File: config.mk
export PLATFORM = sky130hd
export DESIGN_NAME = thai_lunar_date_from_day_number
export DESIGN_NICKNAME = d
export VERILOG_FILES = /design/src/rtl/tldn_pkg.sv /design/src/rtl/thai_lunar_date_from_day_number.sv /design/src/rtl/tldn_div.sv
export SDC_FILE = /design/constraint.sdc
export NUM_CORES = 2
export LEC_CHECK = 0
export BUFFER_PORTS_ARGS = -buffer_cell sky130_fd_sc_hd__buf_2
export CORE_ASPECT_RATIO = 0.5
export CORE_MARGIN = 8
export CORE_UTILIZATION = 40
export CTS_BUF_LIST = sky130_fd_sc_hd__clkbuf_4 sky130_fd_sc_hd__clkbuf_8
export DETAILED_ROUTE_END_ITERATION = 12
export PLACE_DENSITY = 0.55
export SETUP_SLACK_MARGIN = 0.5
export SYNTH_ARGS = -nofsm -noshare
export SYNTH_HDL_FRONTEND = slang
export SYNTH_HIERARCHICAL = 1
export SYNTH_SLANG_ARGS = --single-unit
export TNS_END_PERCENT = 20
File: constraint.sdc
create_clock -name clk -period 13.6 [get_ports clk]
set_clock_uncertainty 0.2 [all_clocks]
set_input_delay 0.68 -clock clk [delete_from_list [all_inputs] [get_ports clk]]
set_output_delay 0.68 -clock clk [all_outputs]
set_load 0.01 [all_outputs]
File: src/rtl/tldn_pkg.sv
// tldn_pkg: shared types, constants and month-table helpers for the thai lunar
// date converter. Used by tldn_div and thai_lunar_date_from_day_number.
package tldn_pkg;

  typedef enum logic [2:0] {
    ST_IDLE,
    ST_MUL,
    ST_LOAD,
    ST_DIV,
    ST_STORE,
    ST_SETUP,
    ST_WALK,
    ST_OUT
  } state_t;

  typedef enum logic [1:0] {
    PH_T,
    PH_D,
    PH_E,
    PH_M
  } phase_t;

  // divider steps: estimate, back-multiply, fix-up
  typedef enum logic [1:0] {
    DS_IDLE,
    DS_EST,
    DS_BACK,
    DS_FIX
  } div_step_t;

  localparam int NUM_W = 41;
  localparam int DEN_W = 30;
  localparam int QUO_W = 21;
  localparam int RCP_W = 32;

  // wide numerators use num[40:9] against a 2**49 reciprocal, narrow ones
  // use num[31:0] against a 2**32 reciprocal
  localparam int SH_WIDE   = 40;
  localparam int SH_NARROW = 32;

  typedef struct packed {
    logic             start;
    logic             wide;
    logic [NUM_W-1:0] num;
    logic [DEN_W-1:0] den;
    logic [RCP_W-1:0] rcp;
  } div_req_t;

  // t = floor((2e6*R - 465302351603) / 730517500)
  localparam logic [DEN_W-1:0] K_T_MUL = 30'd2000000;
  localparam logic [NUM_W-1:0] K_T_OFS = 41'd465302351603;
  localparam logic [DEN_W-1:0] K_T_DEN = 30'd730517500;
  localparam logic [RCP_W-1:0] K_T_RCP = 32'd770618;
  // d = floor((365258750*y + 1490489) / 1e6)
  localparam logic [DEN_W-1:0] K_D_MUL = 30'd365258750;
  localparam logic [NUM_W-1:0] K_D_OFS = 41'd1490489;
  localparam logic [DEN_W-1:0] K_D_DEN = 30'd1000000;
  localparam logic [RCP_W-1:0] K_D_RCP = 32'd562949953;
  // epact correction (11d + 650) / 692, then mod 30
  localparam logic [DEN_W-1:0] K_E_MUL = 30'd11;
  localparam logic [NUM_W-1:0] K_E_OFS = 41'd650;
  localparam logic [DEN_W-1:0] K_E_DEN = 30'd692;
  localparam logic [RCP_W-1:0] K_E_RCP = 32'd6206600;
  localparam logic [DEN_W-1:0] K_M_DEN = 30'd30;
  localparam logic [RCP_W-1:0] K_M_RCP = 32'd143165576;

  localparam logic [20:0] K_R_BASE = 21'd730485;
  localparam logic [19:0] K_B_OFS  = 20'd232741;

  // month length for table index k; leap table differs from k=10 on
  function automatic logic [4:0] month_len(input logic leap, input logic [3:0] k,
                                           input logic extra);
    logic [4:0] len;
    if (k == 4'd8) begin
      len = extra ? 5'd30 : 5'd29;
    end else if (leap && k >= 4'd10) begin
      len = (k == 4'd10 || k == 4'd12) ? 5'd30 : 5'd29;
    end else begin
      len = k[0] ? 5'd30 : 5'd29;
    end
    return len;
  endfunction

  // forward walk in a leap year: step i maps to a calendar month
  function automatic logic [3:0] leap_month(input logic [3:0] i);
    logic [4:0] m;
    m = {1'b0, i} + 5'd6;
    if (m > 5'd9) begin
      m = m - 5'd1;
    end
    if (m > 5'd12) begin
      m = m - 5'd12;
    end
    return m[3:0];
  endfunction

endpackage

File: src/rtl/thai_lunar_date_from_day_number.sv
// thai_lunar_date_from_day_number: top level of the thai lunar date converter.
// Depends on tldn_pkg and tldn_div.
//
// Usage: one day offset comes in on the in_valid/in_ready channel and one
// lunar date (year, month, day, repeated-month flag) leaves on the
// out_valid/out_ready channel. The block handles one transaction at a time:
// in_ready is high only while idle. Work per item is seven constant divisions
// on the shared divider (era year, then year start, epact correction and
// mod 30 for year t and t+1). Each passes through a multiply state, a load
// state, the divider and a store state; a setup state and the month walk
// follow. The length of the month walk and the divider fix-up step make the
// time per item vary. Reset returns the sequencer to idle with no result
// pending. While the receiver stalls the result stays registered on the
// outputs and no new input is taken until it is accepted.
module thai_lunar_date_from_day_number (
  input  logic        clk,
  input  logic        rst,
  input  logic        in_valid,
  output logic        in_ready,
  input  logic [18:0] day_offset,
  output logic        out_valid,
  input  logic        out_ready,
  output logic [11:0] lunar_year,
  output logic [3:0]  lunar_month,
  output logic [4:0]  lunar_day,
  output logic        repeated_month
);

  tldn_pkg::state_t state, state_next;
  tldn_pkg::phase_t phase;
  logic             hi;

  tldn_pkg::div_req_t             req;
  logic                           div_done;
  logic [tldn_pkg::QUO_W-1:0]     quo;
  logic [tldn_pkg::NUM_W-1:0]     rem;

  logic [19:0] r;
  logic [11:0] t;
  logic [19:0] d0, d1;
  logic [13:0] qe;
  logic [4:0]  s0, s1;
  logic [49:0] product;

  logic [tldn_pkg::DEN_W-1:0] mul_a;
  logic [19:0]                mul_b;
  logic [20:0]                r_sum;
  logic [19:0]                dsel;

  // walk registers
  logic signed [11:0] de;
  logic [3:0]         idx;
  logic               fwd, leap, extra, borrow;

  tldn_div u_div (
    .clk  (clk),
    .rst  (rst),
    .req  (req),
    .done (div_done),
    .quo  (quo),
    .rem  (rem)
  );

  assign in_ready = (state == tldn_pkg::ST_IDLE);
  assign r_sum    = {{2{day_offset[18]}}, day_offset} + tldn_pkg::K_R_BASE;
  assign dsel     = hi ? d1 : d0;

  always_comb begin
    mul_a = tldn_pkg::K_E_MUL;
    mul_b = dsel;
    case (phase)
      tldn_pkg::PH_T: begin
        mul_a = tldn_pkg::K_T_MUL;
        mul_b = r;
      end
      tldn_pkg::PH_D: begin
        mul_a = tldn_pkg::K_D_MUL;
        mul_b = {8'b0, t + {11'b0, hi}};
      end
      default: begin
        mul_a = tldn_pkg::K_E_MUL;
        mul_b = dsel;
      end
    endcase
  end

  always_comb begin
    req.start = (state == tldn_pkg::ST_LOAD);
    req.wide  = 1'b0;
    req.num   = '0;
    req.den   = tldn_pkg::K_M_DEN;
    req.rcp   = tldn_pkg::K_M_RCP;
    unique case (phase)
      tldn_pkg::PH_T: begin
        req.wide = 1'b1;
        req.num  = product[40:0] - tldn_pkg::K_T_OFS;
        req.den  = tldn_pkg::K_T_DEN;
        req.rcp  = tldn_pkg::K_T_RCP;
      end
      tldn_pkg::PH_D: begin
        req.wide = 1'b1;
        req.num  = product[40:0] + tldn_pkg::K_D_OFS;
        req.den  = tldn_pkg::K_D_DEN;
        req.rcp  = tldn_pkg::K_D_RCP;
      end
      tldn_pkg::PH_E: begin
        req.num = product[40:0] + tldn_pkg::K_E_OFS;
        req.den = tldn_pkg::K_E_DEN;
        req.rcp = tldn_pkg::K_E_RCP;
      end
      tldn_pkg::PH_M: begin
        req.num = {21'b0, dsel} + {27'b0, qe};
        req.den = tldn_pkg::K_M_DEN;
        req.rcp = tldn_pkg::K_M_RCP;
      end
      default: ;
    endcase
  end

  // walk step
  logic [3:0]         k;
  logic [4:0]         len;
  logic signed [11:0] diff, sum;
  logic               stop, last;
  logic [3:0]         wmonth;

  always_comb begin
    if (!fwd) begin
      k = (idx <= 4'd6) ? idx + 4'd6 : idx - 4'd6;
    end else if (leap) begin
      k = (idx >= 4'd7) ? idx - 4'd7 : idx + 4'd6;
    end else begin
      k = (idx >= 4'd6) ? idx - 4'd6 : idx + 4'd6;
    end
    len  = tldn_pkg::month_len(fwd & leap, k, extra);
    diff = de - {7'b0, len};
    sum  = de + {7'b0, len};
    stop = fwd ? diff[11] : !sum[11];
    if (fwd) begin
      last = leap ? (idx == 4'd13) : (idx == 4'd12);
    end else begin
      last = (idx == 4'd1);
    end
    if (fwd && leap) begin
      wmonth = tldn_pkg::leap_month(idx);
    end else begin
      wmonth = (k == 4'd0) ? 4'd12 : k;
    end
  end

  // year setup values
  logic [5:0]         s0a, s1a;
  logic signed [21:0] span, de_full;
  logic signed [5:0]  shift;
  logic [19:0]        base;

  always_comb begin
    s0a     = (s0 < 5'd8) ? {1'b0, s0} + 6'd30 : {1'b0, s0};
    s1a     = (s1 < 5'd8) ? {1'b0, s1} + 6'd30 : {1'b0, s1};
    span    = $signed({2'b0, d1}) - $signed({2'b0, d0})
            + $signed({17'b0, s0}) - $signed({16'b0, s1a});
    shift   = (s0 >= 5'd8) ? $signed({1'b0, s0}) - 6'sd30 : $signed({1'b0, s0});
    base    = r - tldn_pkg::K_B_OFS;
    de_full = $signed({2'b0, base}) - $signed({2'b0, d0}) + 22'(shift);
  end

  always_ff @(posedge clk) begin
    if (rst) begin
      state <= tldn_pkg::ST_IDLE;
    end else begin
      state <= state_next;
    end
  end

  always_comb begin
    state_next = state;
    unique case (state)
      tldn_pkg::ST_IDLE:  if (in_valid) state_next = tldn_pkg::ST_MUL;
      tldn_pkg::ST_MUL:   state_next = tldn_pkg::ST_LOAD;
      tldn_pkg::ST_LOAD:  state_next = tldn_pkg::ST_DIV;
      tldn_pkg::ST_DIV:   if (div_done) state_next = tldn_pkg::ST_STORE;
      tldn_pkg::ST_STORE: begin
        if (phase == tldn_pkg::PH_M && hi) state_next = tldn_pkg::ST_SETUP;
        else state_next = tldn_pkg::ST_MUL;
      end
      tldn_pkg::ST_SETUP: state_next = tldn_pkg::ST_WALK;
      tldn_pkg::ST_WALK:  if (stop || last) state_next = tldn_pkg::ST_OUT;
      tldn_pkg::ST_OUT:   if (out_ready) state_next = tldn_pkg::ST_IDLE;
      default:            state_next = tldn_pkg::ST_IDLE;
    endcase
  end

  assign out_valid = (state == tldn_pkg::ST_OUT);

  always_ff @(posedge clk) begin
    unique case (state)
      tldn_pkg::ST_IDLE: begin
        r     <= r_sum[19:0];
        phase <= tldn_pkg::PH_T;
        hi    <= 1'b0;
      end
      tldn_pkg::ST_MUL: begin
        product <= {20'b0, mul_a} * {30'b0, mul_b};
      end
      tldn_pkg::ST_STORE: begin
        unique case (phase)
          tldn_pkg::PH_T: begin
            t     <= quo[11:0];
            phase <= tldn_pkg::PH_D;
          end
          tldn_pkg::PH_D: begin
            if (hi) d1 <= quo[19:0];
            else d0 <= quo[19:0];
            phase <= tldn_pkg::PH_E;
          end
          tldn_pkg::PH_E: begin
            qe    <= quo[13:0];
            phase <= tldn_pkg::PH_M;
          end
          tldn_pkg::PH_M: begin
            if (hi) s1 <= rem[4:0];
            else s0 <= rem[4:0];
            phase <= tldn_pkg::PH_D;
            hi    <= 1'b1;
          end
          default: ;
        endcase
      end
      tldn_pkg::ST_SETUP: begin
        leap   <= s1a < s0a;
        extra  <= (s1a < s0a) ? (span >= 22'sd385) : (span >= 22'sd355);
        de     <= de_full[11:0];
        fwd    <= !de_full[21];
        idx    <= de_full[21] ? 4'd12 : 4'd1;
        borrow <= base < d0;
      end
      tldn_pkg::ST_WALK: begin
        lunar_year     <= t - {11'b0, borrow};
        repeated_month <= stop && fwd && leap && (idx == 4'd4);
        if (stop) begin
          lunar_month <= wmonth;
          lunar_day   <= fwd ? 5'(de + 12'sd1) : 5'(sum + 12'sd1);
        end else if (last) begin
          // table exhausted: month reads zero
          lunar_month <= 4'd0;
          lunar_day   <= fwd ? 5'(diff + 12'sd1) : 5'(sum + 12'sd30);
        end else begin
          de  <= fwd ? diff : sum;
          idx <= fwd ? idx + 4'd1 : idx - 4'd1;
        end
      end
      default: ;
    endcase
  end

  a_busy_after_accept: assert property (@(posedge clk) disable iff (rst)
    (in_valid && in_ready) |=> !in_ready)
    else $error("input taken while a transaction is in flight");

  a_month_range: assert property (@(posedge clk) disable iff (rst)
    out_valid |-> (lunar_month >= 4'd1 && lunar_month <= 4'd12))
    else $error("month walk ran off the table");

  a_day_nonzero: assert property (@(posedge clk) disable iff (rst)
    out_valid |-> (lunar_day != 5'd0))
    else $error("day of month is zero");

  a_repeat_month: assert property (@(posedge clk) disable iff (rst)
    (out_valid && repeated_month) |-> (lunar_month == 4'd9))
    else $error("repeated month flag outside month nine");

endmodule

File: src/rtl/tldn_div.sv
// tldn_div: constant divider by reciprocal multiply, back-multiply and fix-up.
// Takes a tldn_pkg::div_req_t; quotients must stay below 2**QUO_W.
module tldn_div (
  input  logic                      clk,
  input  logic                      rst,
  input  tldn_pkg::div_req_t        req,
  output logic                      done,
  output logic [tldn_pkg::QUO_W-1:0] quo,
  output logic [tldn_pkg::NUM_W-1:0] rem
);

  localparam int PROD_W = 2 * tldn_pkg::RCP_W;
  localparam int REM_W  = tldn_pkg::NUM_W + 1;
  localparam logic [tldn_pkg::QUO_W-1:0] QUO_ONE = 1;

  tldn_pkg::div_step_t step, step_next;

  logic [tldn_pkg::NUM_W-1:0] num;
  logic [tldn_pkg::DEN_W-1:0] den;
  logic [tldn_pkg::RCP_W-1:0] rcp;
  logic                       wide;
  logic signed [REM_W-1:0]    rem_s;
  logic signed [REM_W-1:0]    den_s;
  logic [tldn_pkg::RCP_W-1:0] mul_x, mul_y;
  logic [PROD_W-1:0]          prod;
  logic [tldn_pkg::QUO_W-1:0] est;
  logic                       neg, over;

  assign den_s = {{(REM_W - tldn_pkg::DEN_W){1'b0}}, den};
  assign neg   = rem_s[REM_W-1];
  assign over  = (rem_s >= den_s);
  assign rem   = rem_s[tldn_pkg::NUM_W-1:0];

  // one multiplier: numerator times reciprocal, then quotient times divisor
  always_comb begin
    if (step == tldn_pkg::DS_EST) begin
      mul_x = wide ? num[tldn_pkg::NUM_W-1:tldn_pkg::NUM_W-tldn_pkg::RCP_W]
                   : num[tldn_pkg::RCP_W-1:0];
      mul_y = rcp;
    end else begin
      mul_x = {{(tldn_pkg::RCP_W - tldn_pkg::QUO_W){1'b0}}, quo};
      mul_y = {{(tldn_pkg::RCP_W - tldn_pkg::DEN_W){1'b0}}, den};
    end
    prod = {{tldn_pkg::RCP_W{1'b0}}, mul_x} * {{tldn_pkg::RCP_W{1'b0}}, mul_y};
    est  = wide ? prod[tldn_pkg::SH_WIDE+tldn_pkg::QUO_W-1:tldn_pkg::SH_WIDE]
                : prod[tldn_pkg::SH_NARROW+tldn_pkg::QUO_W-1:tldn_pkg::SH_NARROW];
  end

  always_ff @(posedge clk) begin
    if (rst) begin
      step <= tldn_pkg::DS_IDLE;
      done <= 1'b0;
    end else begin
      step <= step_next;
      done <= (step == tldn_pkg::DS_FIX) && !neg && !over;
    end
  end

  always_comb begin
    step_next = step;
    unique case (step)
      tldn_pkg::DS_IDLE: if (req.start) step_next = tldn_pkg::DS_EST;
      tldn_pkg::DS_EST:  step_next = tldn_pkg::DS_BACK;
      tldn_pkg::DS_BACK: step_next = tldn_pkg::DS_FIX;
      tldn_pkg::DS_FIX:  if (!neg && !over) step_next = tldn_pkg::DS_IDLE;
      default:           step_next = tldn_pkg::DS_IDLE;
    endcase
  end

  always_ff @(posedge clk) begin
    unique case (step)
      tldn_pkg::DS_IDLE: begin
        if (req.start) begin
          num  <= req.num;
          den  <= req.den;
          rcp  <= req.rcp;
          wide <= req.wide;
        end
      end
      tldn_pkg::DS_EST: begin
        quo <= est;
      end
      tldn_pkg::DS_BACK: begin
        rem_s <= $signed({1'b0, num}) - $signed(prod[REM_W-1:0]);
      end
      tldn_pkg::DS_FIX: begin
        // estimate is off by at most one
        if (neg) begin
          rem_s <= rem_s + den_s;
          quo   <= quo - QUO_ONE;
        end else if (over) begin
          rem_s <= rem_s - den_s;
          quo   <= quo + QUO_ONE;
        end
      end
      default: ;
    endcase
  end

endmodule
==> metrics.md <==
| Metric | Value |
|---|---|
| Status | finished clean |
| Clk_lat worst skew | 0.77 ns |
| Initial Util | about two fifths |
| CP Capture Type | flop |
| Core area | between 150000 and 200000 µm² |
| IO Pins | 47 |
| HPWL after DPL | approximately 210 mm |
| First DRT Iteration DRCs | 5229 |
| Least-Margin Pin Slew | roughly 1.2 ns |
| Vias post-DR | 59.10k |
| WP data required | between 10 and 15 ns |
| Global-route wire length before repair | about 390 mm |
| Max_cap viols | 0 |
| Initial antenna violation count | 22 |
| CP max stage delay | ~0.96 ns |
| FMAX | 0.08235 GHz |
| Peak fanout along the critical path | 43 |
| Avg WL per Cell | between 20 and 25 µm |
| Clock period minus worst slack | around 12 ns |
| Gate Count Post-Synth | roughly 8.3k |
| Pin count of the biggest net entering global routing | 85 |
| GRT Total Usage | 25.37% |
| Final hold vios | 0 |
| RePlAce Congestion | around 1 |
| CTS Sinks | about 360 |
| Setup violations, final | 0 |
| Post-CTS sizing | 0 |
| Mapped cell area | 74900 µm² |
| Via/cell ratio | 5.441 |
| RSZ-0062 raised after global routing | false |
| Drt drc | 0 |
| P&R area growth vs syn | 6.613% |
| Total wire length | 258.0 mm |
| Syn Area/Cell | approximately 9.0 µm² |
| Startpoint types | flop |
| Fin crit share | 89.29% |
| CTS Buf Count | slightly above 70 |
| Die W | roughly 630 µm |
| Clock Path Buffers | 3 |
| Crit Path Class | reg -> reg |
| CTS tree | done |
| Share of cells above drive strength 1 | 5.573% |
| TNS Setup | 0 ns |
| CP most frequent cell | fa_1 |
| Clock root buffer | clkbuf_8 |
| # nets final | 10.27k |
| Port bufs | 46 |
| Clk slew on worst S/H paths | roughly 0.06 ns |
| Critical path's slowest cell | o21a_1 |
| Max-slew violation count | 0 |
| CP arrival | 12.50 ns |
| H-tree depth | 3 |
| Die area | roughly 200000 µm² |
| Syn. warnings | 6 |
| Die height | 322.0 µm |
| # fillers | 18.55k |
| Total gr overflow | 0 |
| Vias in the first global route | approximately 60k |
| Post-route ant nets | 0 |
| Row cnt | 112 |
| HP Class | in -> reg |
| TritonRoute pass-1 iters | 6 |
| Slew headroom | ~18% |
## state kept, by name (all words and copies together), names as in the netlist, 2 cells and up
signal,flops
r,20
u_div/den,30
d0,20
state,3
u_div/num,41
s1,5
s0,5
d1,20
qe,14
u_div/rcp,32
product,41
idx,4
de,12
u_div/step,2
phase,2
t,12
u_div/rem_s,42
lunar_year,12
lunar_month,4
u_div/quo,21
lunar_day,5
## repair_timing
item                                   in CTS  in global routing
hold buffers                                4                  0
buffers inserted                            0                  1
setup endpoints to repair                   0                  1
endpoints found under the hold margin       4                  0
## cell type report
class	count	area (µm²)	share of cell area, %
clock inverters	35	321.6	0.4027
diodes	9	22.52	0.02820
clock buffers	95	1201	1.504
well taps	2508	3138	3.930
flip-flops and latches	355	10600	13.27
inverters	1568	5886	7.370
repair buffers	187	1331	1.667
multi-input cells	6104	57360	71.82
## routing by layer
layer,vias to the layer above,share of wire (%),GRT usage [%]
met1,29400,44,35.09
met5,-,0.0043,0
met4,2,4.2,8.917
met3,499,9.9,6.220
li1,26690,-,-
met2,2506,42,38.74
## critical path, delay by kind of cell, from the launching register on
family          cells  cell delay, ns
simple gates       12            2.31
buf+inv             4            0.57
fa+ha+maj          13            5.91
compound gates      7            2.30
flops               1            0.41
xor+xnor            1            0.18
## path summary, 6_finish.rpt
check	cells after the start	slack [ns]	startpoint	endpoint
setup / recovery	37	1.46	u_div/step[1]$_SDFFE_PP0P_	u_div/rem_s[40]$_DFFE_PP_
hold / removal	2	0.07	rst	u_div/step[1]$_SDFFE_PP0P_
setup reg to reg	37	1.46	u_div/step[1]$_SDFFE_PP0P_	u_div/rem_s[40]$_DFFE_PP_
hold reg to reg	2	0.35	state[0]$_SDFFE_PP0P_	state[0]$_SDFFE_PP0P_
## cells in the final DEF (no fill, tap or decap), drive strengths merged, types with 63 or more instances in the layout
cell       n
a21oi    369
fa      1255
clkbuf    95
inv     1570
nand3    109
nor2     818
ha       704
o21a      63
xnor2    227
nand2    905
nand2b    63
o21ai    298
a21o     145
nor3      73
xor2     165
buf      183
edfxtp   349
## through the flow
| stage | utilization (%) | worst slack, ns | area [µm²] | hold slack (ns) | std cells |
|---|---|---|---|---|---|
| after CTS | 42.85 | 1.288 | 79810 | 0.01074 | 10850 |
| after global placement | 42.01 | 1.477 | 78240 | 0.3327 | 10720 |
| after floorplan | - | 2.371 | 74960 | 0.2766 | 8363 |
| after global routing | 42.87 | 0.7900 | 79840 | 0.03218 | 10860 |
| final | 42.88 | 1.457 | 79860 | 0.07268 | 10860 |
| after detailed placement | 42.01 | 1.404 | 78240 | 0.3366 | 10720 |
Power is left out: the tool's default activity adds up to more than one toggle a clock period on the data nets, which glitch-free logic cannot reach.
